**src/sv/b64d_pkg.sv**
```systemverilog
package b64d_pkg;

    // Width of the running byte total; it saturates at its all-ones value.
    localparam int COUNT_WIDTH = 16;
    // Width of the count carried in a summary word.
    localparam int SUMMARY_WIDTH = 16;
    // Group queue between the decoder and the result port.
    localparam int QUEUE_DEPTH = 4;
    localparam int QUEUE_AW    = $clog2(QUEUE_DEPTH);

    localparam logic [7:0] CAP_RESET = 8'd64;
    localparam logic [7:0] CHAR_NUL  = 8'h00;
    localparam logic [7:0] CHAR_PAD  = 8'h3D;   // '='
    localparam logic [7:0] CHAR_PLUS = 8'h2B;   // '+'
    localparam logic [7:0] CHAR_SLSH = 8'h2F;   // '/'
    localparam logic [7:0] CHAR_UA   = 8'h41;   // 'A'
    localparam logic [7:0] CHAR_UZ   = 8'h5A;   // 'Z'
    localparam logic [7:0] CHAR_LA   = 8'h61;   // 'a'
    localparam logic [7:0] CHAR_LZ   = 8'h7A;   // 'z'
    localparam logic [7:0] CHAR_D0   = 8'h30;   // '0'
    localparam logic [7:0] CHAR_D9   = 8'h39;   // '9'

    typedef logic [7:0] byte_t;

    typedef struct packed {
        logic       valid;
        logic [5:0] value;
    } sextet_t;

    // All results caused by one input character: data bytes first, then
    // an optional summary.
    typedef struct packed {
        logic [1:0]               n_bytes;
        byte_t [2:0]              bytes;
        logic                     has_summary;
        logic [SUMMARY_WIDTH-1:0] count;
        logic                     bad;
    } b64d_group_t;

    function automatic sextet_t sextet_of(input logic [7:0] c);
        sextet_t s;
        logic [7:0] d;
        s.valid = 1'b1;
        s.value = 6'd0;
        d       = 8'd0;
        if (c >= CHAR_UA && c <= CHAR_UZ) begin
            d = c - CHAR_UA;
        end
        else if (c >= CHAR_LA && c <= CHAR_LZ) begin
            d = c - CHAR_LA + 8'd26;
        end
        else if (c >= CHAR_D0 && c <= CHAR_D9) begin
            d = c - CHAR_D0 + 8'd52;
        end
        else if (c == CHAR_PLUS) begin
            d = 8'd62;
        end
        else if (c == CHAR_SLSH) begin
            d = 8'd63;
        end
        else begin
            s.valid = 1'b0;
        end
        s.value = d[5:0];
        return s;
    endfunction

endpackage

```
**src/sv/b64d_char_if.sv**
```systemverilog
interface b64d_char_if;
    import b64d_pkg::*;

    logic  valid;
    logic  ready;
    byte_t in_char;

    modport source (output valid, output in_char, input ready);
    modport sink   (input valid, input in_char, output ready);
endinterface

```
**src/sv/b64d_result_if.sv**
```systemverilog
interface b64d_result_if;
    import b64d_pkg::*;

    logic                     valid;
    logic                     ready;
    byte_t                    out_byte;
    logic                     is_summary;
    logic [SUMMARY_WIDTH-1:0] decoded_count;
    logic                     bad_input;
    logic                     out_last;

    modport source (output valid, output out_byte, output is_summary,
                    output decoded_count, output bad_input, output out_last,
                    input ready);
    modport sink   (input valid, input out_byte, input is_summary,
                    input decoded_count, input bad_input, input out_last,
                    output ready);
endinterface

```
**src/sv/b64d_cfg_if.sv**
```systemverilog
interface b64d_cfg_if;
    import b64d_pkg::*;

    logic  valid;
    logic  ready;
    byte_t out_capacity;

    modport source (output valid, output out_capacity, input ready);
    modport sink   (input valid, input out_capacity, output ready);
endinterface

```
**src/sv/base64_stream_decoder.sv**
```systemverilog
// Streaming base64 decoder. One character word enters per cycle on chars
// whenever ready is high; ready drops only while the four-group result queue
// is full. Characters outside A-Z a-z 0-9 + / = and NUL are skipped. Every
// fourth valid character yields up to three data words, as capacity allows;
// '=' flushes up to two bytes and a summary word, NUL clears the stream and
// gives a summary word unless a pad already ended it. The decoder state
// updates in the cycle of acceptance and the results of that character land
// as one group in the queue, so nothing waits on the result side. The results
// port drains one word per cycle while its ready is high, so the sustained
// rate is one character per cycle as long as the stream averages at most one
// result per character (four characters to three bytes). out_capacity is taken
// on cfg at any time and applies to later bytes at once; its reset value is 64.
module base64_stream_decoder
    import b64d_pkg::*;
(
    input  logic           clk,
    input  logic           rst_n,
    b64d_cfg_if.sink       cfg,
    b64d_char_if.sink      chars,
    b64d_result_if.source  results
);

    logic        queue_full;
    logic        accept;
    logic        group_valid;
    b64d_group_t group;

    // take a character whenever the queue can hold its group
    assign chars.ready = !queue_full;
    assign accept      = chars.valid && chars.ready;

    b64d_decode u_decode (
        .clk         (clk),
        .rst_n       (rst_n),
        .cfg         (cfg),
        .accept      (accept),
        .in_char     (chars.in_char),
        .group_valid (group_valid),
        .group       (group)
    );

    // characters that cause no result are not queued
    b64d_out_queue u_queue (
        .clk        (clk),
        .rst_n      (rst_n),
        .push       (group_valid),
        .push_group (group),
        .full       (queue_full),
        .res        (results)
    );

endmodule

```
**src/sv/b64d_decode.sv**
```systemverilog
module b64d_decode
    import b64d_pkg::*;
(
    input  logic           clk,
    input  logic           rst_n,
    b64d_cfg_if.sink       cfg,
    input  logic           accept,
    input  byte_t          in_char,
    output logic           group_valid,
    output b64d_group_t    group
);

    byte_t                  cap_reg;
    logic [17:0]            acc_reg,     acc_next;
    logic [1:0]             pend_reg,    pend_next;
    logic [COUNT_WIDTH-1:0] total_reg,   total_next;
    byte_t                  emitted_reg, emitted_next;
    logic                   stopped_reg, stopped_next;

    sextet_t                sx;
    byte_t [2:0]            cand;
    logic [1:0]             n_cand;
    logic                   do_summary;
    logic                   bad;
    logic                   do_clear;
    logic [2:0]             pass;
    logic [1:0]             n_emit;
    logic [COUNT_WIDTH:0]   total_sum;
    logic [COUNT_WIDTH-1:0] total_sat;
    logic [31:0]            total_wide;
    logic [SUMMARY_WIDTH-1:0] sum_count;

    assign cfg.ready = 1'b1;

    always_comb
    begin
        sx         = sextet_of(in_char);
        acc_next   = acc_reg;
        pend_next  = pend_reg;
        stopped_next = stopped_reg;
        cand       = '0;
        n_cand     = 2'd0;
        do_summary = 1'b0;
        bad        = 1'b0;
        do_clear   = 1'b0;

        if (accept) begin
            if (stopped_reg) begin
                // after pad: wait for NUL, drop everything else
                do_clear = (in_char == CHAR_NUL);
            end
            else if (in_char == CHAR_NUL) begin
                do_summary = 1'b1;
                bad        = (pend_reg != 2'd0);
                do_clear   = 1'b1;
            end
            else if (in_char == CHAR_PAD) begin
                unique case (pend_reg)
                    2'd0: ;
                    2'd1: bad = 1'b1;
                    2'd2:
                    begin
                        cand[0] = acc_reg[11:4];
                        n_cand  = 2'd1;
                    end
                    2'd3:
                    begin
                        cand[0] = acc_reg[17:10];
                        cand[1] = acc_reg[9:2];
                        n_cand  = 2'd2;
                    end
                endcase
                do_summary   = 1'b1;
                acc_next     = '0;
                pend_next    = 2'd0;
                stopped_next = 1'b1;
            end
            else if (sx.valid) begin
                if (pend_reg == 2'd3) begin
                    cand[0]   = acc_reg[17:10];
                    cand[1]   = acc_reg[9:2];
                    cand[2]   = {acc_reg[1:0], sx.value};
                    n_cand    = 2'd3;
                    acc_next  = '0;
                    pend_next = 2'd0;
                end
                else begin
                    acc_next  = {acc_reg[11:0], sx.value};
                    pend_next = pend_reg + 2'd1;
                end
            end
        end

        // a byte goes out only while emitted + 1 stays below capacity
        for (int j = 0; j < 3; j++) begin
            pass[j] = (2'(j) < n_cand) &&
                      ((10'(emitted_reg) + 10'(j) + 10'd1) < 10'(cap_reg));
        end
        n_emit = 2'(pass[0]) + 2'(pass[1]) + 2'(pass[2]);

        total_sum = {1'b0, total_reg} + (COUNT_WIDTH+1)'(n_cand);
        total_sat = total_sum[COUNT_WIDTH] ? '1 : total_sum[COUNT_WIDTH-1:0];

        total_wide = 32'(total_sat);
        if (bad || cap_reg == 8'd0) begin
            sum_count = '0;
        end
        else if (total_wide > 32'(2**SUMMARY_WIDTH - 1)) begin
            sum_count = '1;
        end
        else begin
            sum_count = total_wide[SUMMARY_WIDTH-1:0];
        end

        emitted_next = emitted_reg + 8'(n_emit);
        total_next   = total_sat;
        if (do_clear) begin
            acc_next     = '0;
            pend_next    = 2'd0;
            total_next   = '0;
            emitted_next = '0;
            stopped_next = 1'b0;
        end

        group.n_bytes     = n_emit;
        group.bytes       = cand;
        group.has_summary = do_summary;
        group.count       = sum_count;
        group.bad         = bad;
        group_valid       = (n_emit != 2'd0) || do_summary;
    end

    always_ff @(posedge clk or negedge rst_n)
    begin
        if (!rst_n) begin
            cap_reg     <= CAP_RESET;
            acc_reg     <= '0;
            pend_reg    <= 2'd0;
            total_reg   <= '0;
            emitted_reg <= '0;
            stopped_reg <= 1'b0;
        end
        else begin
            if (cfg.valid && cfg.ready) begin
                cap_reg <= cfg.out_capacity;
            end
            acc_reg     <= acc_next;
            pend_reg    <= pend_next;
            total_reg   <= total_next;
            emitted_reg <= emitted_next;
            stopped_reg <= stopped_next;
        end
    end

endmodule

```
**src/sv/b64d_out_queue.sv**
```systemverilog
module b64d_out_queue
    import b64d_pkg::*;
(
    input  logic           clk,
    input  logic           rst_n,
    input  logic           push,
    input  b64d_group_t    push_group,
    output logic           full,
    b64d_result_if.source  res
);

    b64d_group_t             entry_reg [QUEUE_DEPTH];
    logic [QUEUE_AW-1:0]     wr_ptr_reg;
    logic [QUEUE_AW-1:0]     rd_ptr_reg;
    logic [QUEUE_AW:0]       fill_reg;
    logic [1:0]              idx_reg;

    b64d_group_t             head;
    logic [1:0]              n_results;
    logic                    is_last;
    logic                    pop;

    assign full      = (fill_reg == (QUEUE_AW+1)'(QUEUE_DEPTH));
    assign head      = entry_reg[rd_ptr_reg];
    assign n_results = head.n_bytes + 2'(head.has_summary);
    assign is_last   = (idx_reg == n_results - 2'd1);
    assign pop       = res.valid && res.ready && is_last;

    assign res.valid         = (fill_reg != '0);
    assign res.is_summary    = (idx_reg >= head.n_bytes);
    assign res.out_byte      = res.is_summary ? 8'd0 : head.bytes[idx_reg];
    assign res.decoded_count = res.is_summary ? head.count : '0;
    assign res.bad_input     = res.is_summary ? head.bad : 1'b0;
    assign res.out_last      = is_last;

    // group storage, no reset needed
    always_ff @(posedge clk)
    begin
        if (push) begin
            entry_reg[wr_ptr_reg] <= push_group;
        end
    end

    always_ff @(posedge clk or negedge rst_n)
    begin
        if (!rst_n) begin
            wr_ptr_reg <= '0;
            rd_ptr_reg <= '0;
            fill_reg   <= '0;
            idx_reg    <= 2'd0;
        end
        else begin
            if (push) begin
                wr_ptr_reg <= wr_ptr_reg + 1'b1;
            end
            if (res.valid && res.ready) begin
                // advance within the head group, drop it after its last word
                idx_reg <= is_last ? 2'd0 : idx_reg + 2'd1;
            end
            if (pop) begin
                rd_ptr_reg <= rd_ptr_reg + 1'b1;
            end
            fill_reg <= fill_reg + (QUEUE_AW+1)'(push) - (QUEUE_AW+1)'(pop);
        end
    end

endmodule
```
**src/flat_wrapper.sv**
```systemverilog
// flat-port wrapper written by rule: the top's interface ports become plain ports
module base64_stream_decoder_flat import b64d_pkg::*;
  (clk, rst_n, cfg_valid, cfg_out_capacity, cfg_ready, chars_valid, chars_in_char, chars_ready, results_valid, results_out_byte, results_is_summary, results_decoded_count, results_bad_input, results_out_last, results_ready);
  b64d_cfg_if cfg_i ();
  b64d_char_if chars_i ();
  b64d_result_if results_i ();
  input  logic clk;
  input  logic rst_n;
  input wire logic [$bits(cfg_i.valid)-1:0] cfg_valid;
  input wire logic [$bits(cfg_i.out_capacity)-1:0] cfg_out_capacity;
  output wire logic [$bits(cfg_i.ready)-1:0] cfg_ready;
  input wire logic [$bits(chars_i.valid)-1:0] chars_valid;
  input wire logic [$bits(chars_i.in_char)-1:0] chars_in_char;
  output wire logic [$bits(chars_i.ready)-1:0] chars_ready;
  output wire logic [$bits(results_i.valid)-1:0] results_valid;
  output wire logic [$bits(results_i.out_byte)-1:0] results_out_byte;
  output wire logic [$bits(results_i.is_summary)-1:0] results_is_summary;
  output wire logic [$bits(results_i.decoded_count)-1:0] results_decoded_count;
  output wire logic [$bits(results_i.bad_input)-1:0] results_bad_input;
  output wire logic [$bits(results_i.out_last)-1:0] results_out_last;
  input wire logic [$bits(results_i.ready)-1:0] results_ready;
  assign cfg_i.valid = cfg_valid;
  assign cfg_i.out_capacity = cfg_out_capacity;
  assign cfg_ready = cfg_i.ready;
  assign chars_i.valid = chars_valid;
  assign chars_i.in_char = chars_in_char;
  assign chars_ready = chars_i.ready;
  assign results_valid = results_i.valid;
  assign results_out_byte = results_i.out_byte;
  assign results_is_summary = results_i.is_summary;
  assign results_decoded_count = results_i.decoded_count;
  assign results_bad_input = results_i.bad_input;
  assign results_out_last = results_i.out_last;
  assign results_i.ready = results_ready;
  base64_stream_decoder u_core (.clk(clk), .rst_n(rst_n), .cfg(cfg_i), .chars(chars_i), .results(results_i));
endmodule
```
**config.mk**
```make
export PLATFORM = sky130hd
export DESIGN_NAME = base64_stream_decoder_flat
export DESIGN_NICKNAME = d
export VERILOG_FILES = /design/src/sv/b64d_pkg.sv /design/src/sv/b64d_char_if.sv /design/src/sv/b64d_result_if.sv /design/src/sv/b64d_cfg_if.sv /design/src/sv/base64_stream_decoder.sv /design/src/sv/b64d_decode.sv /design/src/sv/b64d_out_queue.sv /design/src/flat_wrapper.sv
export SDC_FILE = /design/constraint.sdc
export NUM_CORES = 1
export LEC_CHECK = 0
export BUFFER_PORTS_ARGS = -buffer_cell sky130_fd_sc_hd__buf_2
export CAP_MARGIN = 10
export CORE_MARGIN = 4
export CORE_UTILIZATION = 33
export DETAILED_ROUTE_END_ITERATION = 10
export MAX_ROUTING_LAYER = met4
export PLACE_DENSITY_LB_ADDON = 0.05
export SYNTH_ARGS = -nofsm -noshare
export SYNTH_HDL_FRONTEND = slang
export SYNTH_HIERARCHICAL = 1
export SYNTH_SLANG_ARGS = --single-unit
```
**constraint.sdc**
```tcl
create_clock -name clk -period 4.3 [get_ports clk]
set_input_delay 0.645 -clock clk [delete_from_list [all_inputs] [get_ports clk]]
set_output_delay 0.645 -clock clk [all_outputs]
set_load 0.05 [all_outputs]
```
==> summary.md <==
| Metric | Value |
|---|---|
| IO Port Bufs | 49 |
| Max Fclk | 0.2399 GHz |
| DR pass1 iterations | 5 |
| Worst Skew | 13.19 ps |
| GRT overflow | 0 |
| Worst-Margin Slew | 1037 ps |
| GRT Util Overall | 15.35% |
| Pin count of the biggest net entering global routing | 52 |
| Post-Layout Cell Count | 1,474 |
| P per Cell Area | 648.4 nW/µm² |
| Post-synth EDFFs | 176 |
| # fillers | 3,244 |
| Die Ht | 196.3 µm |
| VDD IR max | 0.0004133 V |
| Hold slack final | 182.1 ps |
| Clock slew at reported path FFs | 60 ps |
| Synth Flop Type | edfxtp_1 |
| Row count | 68 |
| Final Util | 41.39% |
| Area share of the largest cell type after synthesis | 45.15% |
| Share of cells above drive strength 1 | 28.39% |
| Initial Util | 33.64% |
| Max FFs per register | 176 |
| Startpoint types | flip-flop |
| Number of global-route vias before repair | 7,880 |
| Initial antenna violation count | 0 |
| Internal | 5.700 mW |
| CTS tree | yes |
| Deepest clock path buffer count | 3 |
| Netlist Area Pre-Place | 11,710 µm² |
| Period utilization | 96.93% |
| Post-DR wirelength/cell | 19.96 µm |
| Worst hold path type | primary input to asynchronous set/reset pin |
| Syn Inst Count | 869 |
| Post-detailed-route count of antenna-violating nets | 0 |
| Lkg Pwr | 5.672 nW |
| Num ports | 51 |
| DP Area | 13,120 µm² |
| Syn Nets | 947 |
| Count of unique library cells instantiated by Yosys | 80 |
| Final Hold Fails | 0 |
| Slew headroom | 30.86% |
| Post-Syn Area per Cell | 13.47 µm² |
| Final setup vio count | 0 |
| Setup ws final | 132.1 ps |
| Asr flop ratio synth | 26.05% |
| Yosys reg bits | 238 |
| Comb pwr share | 41.7% |
| Yosys warning count | 6 |
| Part of the power in the clock network | 26.9% |
| RSZ-0062 raised after global routing | yes |
| Worst setup EP type | flip-flop |
| P_sw | 3.639 mW |
| Area Growth Syn to Fin | 23.03% |
| Multi-input logic area | 4715 µm² |
| Hold buffer count at CTS | 0 |
| Vias/cell | 5.115 |
| Total core area | 34,800 µm² |
| CP required | 4590 ps |
| Pre-CTS setup slack | -10.62 ps |
| Clk_lat worst skew | 540 ps |
| MaxCap Viol Count | 0 |
| Placed Cells | 1,415 |
| Via Count | 7,539 |
| Critical path's largest stage delay | 450 ps |
| CP cell instances | ha_4, xor2_2, and3_4, nand2_4, nor4b_4, buf_4, xnor2_2, ha_1, a211oi_2, o21ai_1, a311oi_2, fa_1, or3_4, buf_6, and2_4, clkbuf_16 |
| Num CTS Buffers | 27 |
| Finished Cell Area | 14,400 µm² |
| Final worst path period need | 4168 ps |
| Post-detail-place hpwl | 20.14 mm |
| Leading area contributor after synthesis | edfxtp_1 |
| Sequential area share after synthesis | 58.41% |
| Drt total wl | 29.42 mm |
| Status | finished, final reports clean |
| Count of pins over their slew limit | 0 |
| Global-route wire length before repair | 45.53 mm |
| Overall power | 9.339 mW |
| RD Place Congestion | 0.8287 |
| Reg2reg setup slack | 130 ps |
| H-tree depth | 1 |
| Setup TNS | 0 ps |
| Die Wd | 196.3 µm |
| Critical path arrival | 4460 ps |
| Top-count cell post-synth | edfxtp_1 |
| Root Driver | clkbuf_16 |
| Register area | 6844 µm² |
| Die Area | 38,550 µm² |
| # nets final | 1,075 |
| Slowest stage cell on the critical path | dfrtp_2 |
| CTS sink count | 238 |
| Crit path max fanout | 7 |
| Most frequent cells after synthesis | edfxtp_1 (176), dfrtp_1 (61), nor2_1 (61), ha_1 (54), a21oi_1 (43) |
| Switching part of the total | 38.97% |
| CP Class | flip-flop to flip-flop |
| Synth area leaders | edfxtp_1 (45%), dfrtp_1 (13%), mux4_2 (6.9%), ha_1 (5.8%), nor2_1 (2.0%) |
| Seq pwr share | 31.4% |
| DRT iter0 DRCs | 548 |
| DRC viols | 0 |
## path summary, 6_finish.rpt
kind                                                start  depth (start not counted)                               to
max in group asynchronous                           rst_n                          2       u_core/u_decode/cap_reg[6]
setup reg to reg           u_core/u_decode/emitted_reg[1]                         16  u_core/u_queue/entry_reg[0][34]
hold reg to reg               u_core/u_decode/acc_reg[15]                          1      u_core/u_decode/acc_reg[15]
hold / removal                                      rst_n                          1   u_core/u_decode/emitted_reg[1]
setup / recovery           u_core/u_decode/emitted_reg[1]                         16  u_core/u_queue/entry_reg[0][34]
min in group clk                      cfg_out_capacity[7]                          3       u_core/u_decode/cap_reg[7]
## routing by layer
| metal | vias up | part of all wire, % | track usage, % |
|---|---|---|---|
| met5 | - | 0 | - |
| met4 | 0 | 1.5 | 2.793 |
| li1 | 3551 | - | - |
| met1 | 3802 | 48 | 21.57 |
| met3 | 28 | 4.1 | 2.239 |
| met2 | 158 | 46 | 24.21 |
## worst max-delay path: cells and delay by family, from the launching register on
family / cells / cell delay [ps]
AO/OA/AOI/OAI: 3 / 610
XOR/XNOR: 2 / 200
adder cells (fa/ha/maj): 3 / 970
buffers and inverters: 3 / 480
flip-flops: 1 / 450
AND/OR/NAND/NOR: 5 / 1190
## power by group through the flow
stage	clock network [mW]	logic [mW]	registers (mW)
finish	2.51	3.90	2.93
global route	2.69	4.25	2.96
CTS	2.59	3.83	2.92
detailed placement	0	3.81	2.97
global placement	0	3.78	2.95
floorplan	0	2.78	2.87
## kinds of logic after synthesis
| logic type | Yosys count | synth area share (%) |
|---|---|---|
| AOI/OAI and AO/OA | 163 | 9.716 |
| adders and majority gates | 57 | 6.285 |
| buffers and inverters | 82 | 3.217 |
| muxes | 54 | 8.487 |
| DFF | 238 | 58.41 |
| xor gates and xnor gates | 35 | 2.683 |
| other | 1 | 0.03203 |
| and+or+nand+nor | 239 | 11.17 |
## timing repair
item	in CTS	in global routing
endpoints found under the setup margin	7	186
pin swaps	1	13
gates cloned	0	5
resized for setup	0	34
setup buffers	0	3
## cells in the final DEF, fill, tap and decap left out, types with 4 or more instances in the layout
cell        synthesis  routed
xnor2_2             1       4
clkinvlp_4          0       5
a32oi_1             4       4
a31oi_1             9       9
buf_2               7      49
nand3_1            11      11
and2_1             16      12
bufinv_16           0       6
edfxtp_1          176     176
nor4_2              0       9
a21o_1              9       9
buf_12              0      11
and3_1             15      14
xor2_1             13      10
inv_1              42      40
nor2_1             61      60
a21oi_1            43      41
mux2i_1            16      16
mux4_2             36      36
or3_1               6       5
o21ai_0            29      26
a22o_1             23      23
ha_1               54      50
buf_4              10      71
ha_4                0       4
nor2b_1            21      21
nand4_1             6       6
nand2_1            40      38
dfrtp_1            61      58
clkbuf_16           0      30
xnor2_1            21      18
o221ai_1            8       8
nand2b_1            6       6
clkinv_2            0       4
nor3_1             18      18
## layout make-up
class                      count  share of cell area, %
multi-input combinational    549                  32.73
timing repair buffer         137                  7.688
clock inverter                19                  1.981
sequential                   238                  47.52
antenna                        1                0.01737
tap                          455                  3.953
inverter                      44                  1.173
clock buffer                  31                  4.934
Power figures use the tool's default switching activity.
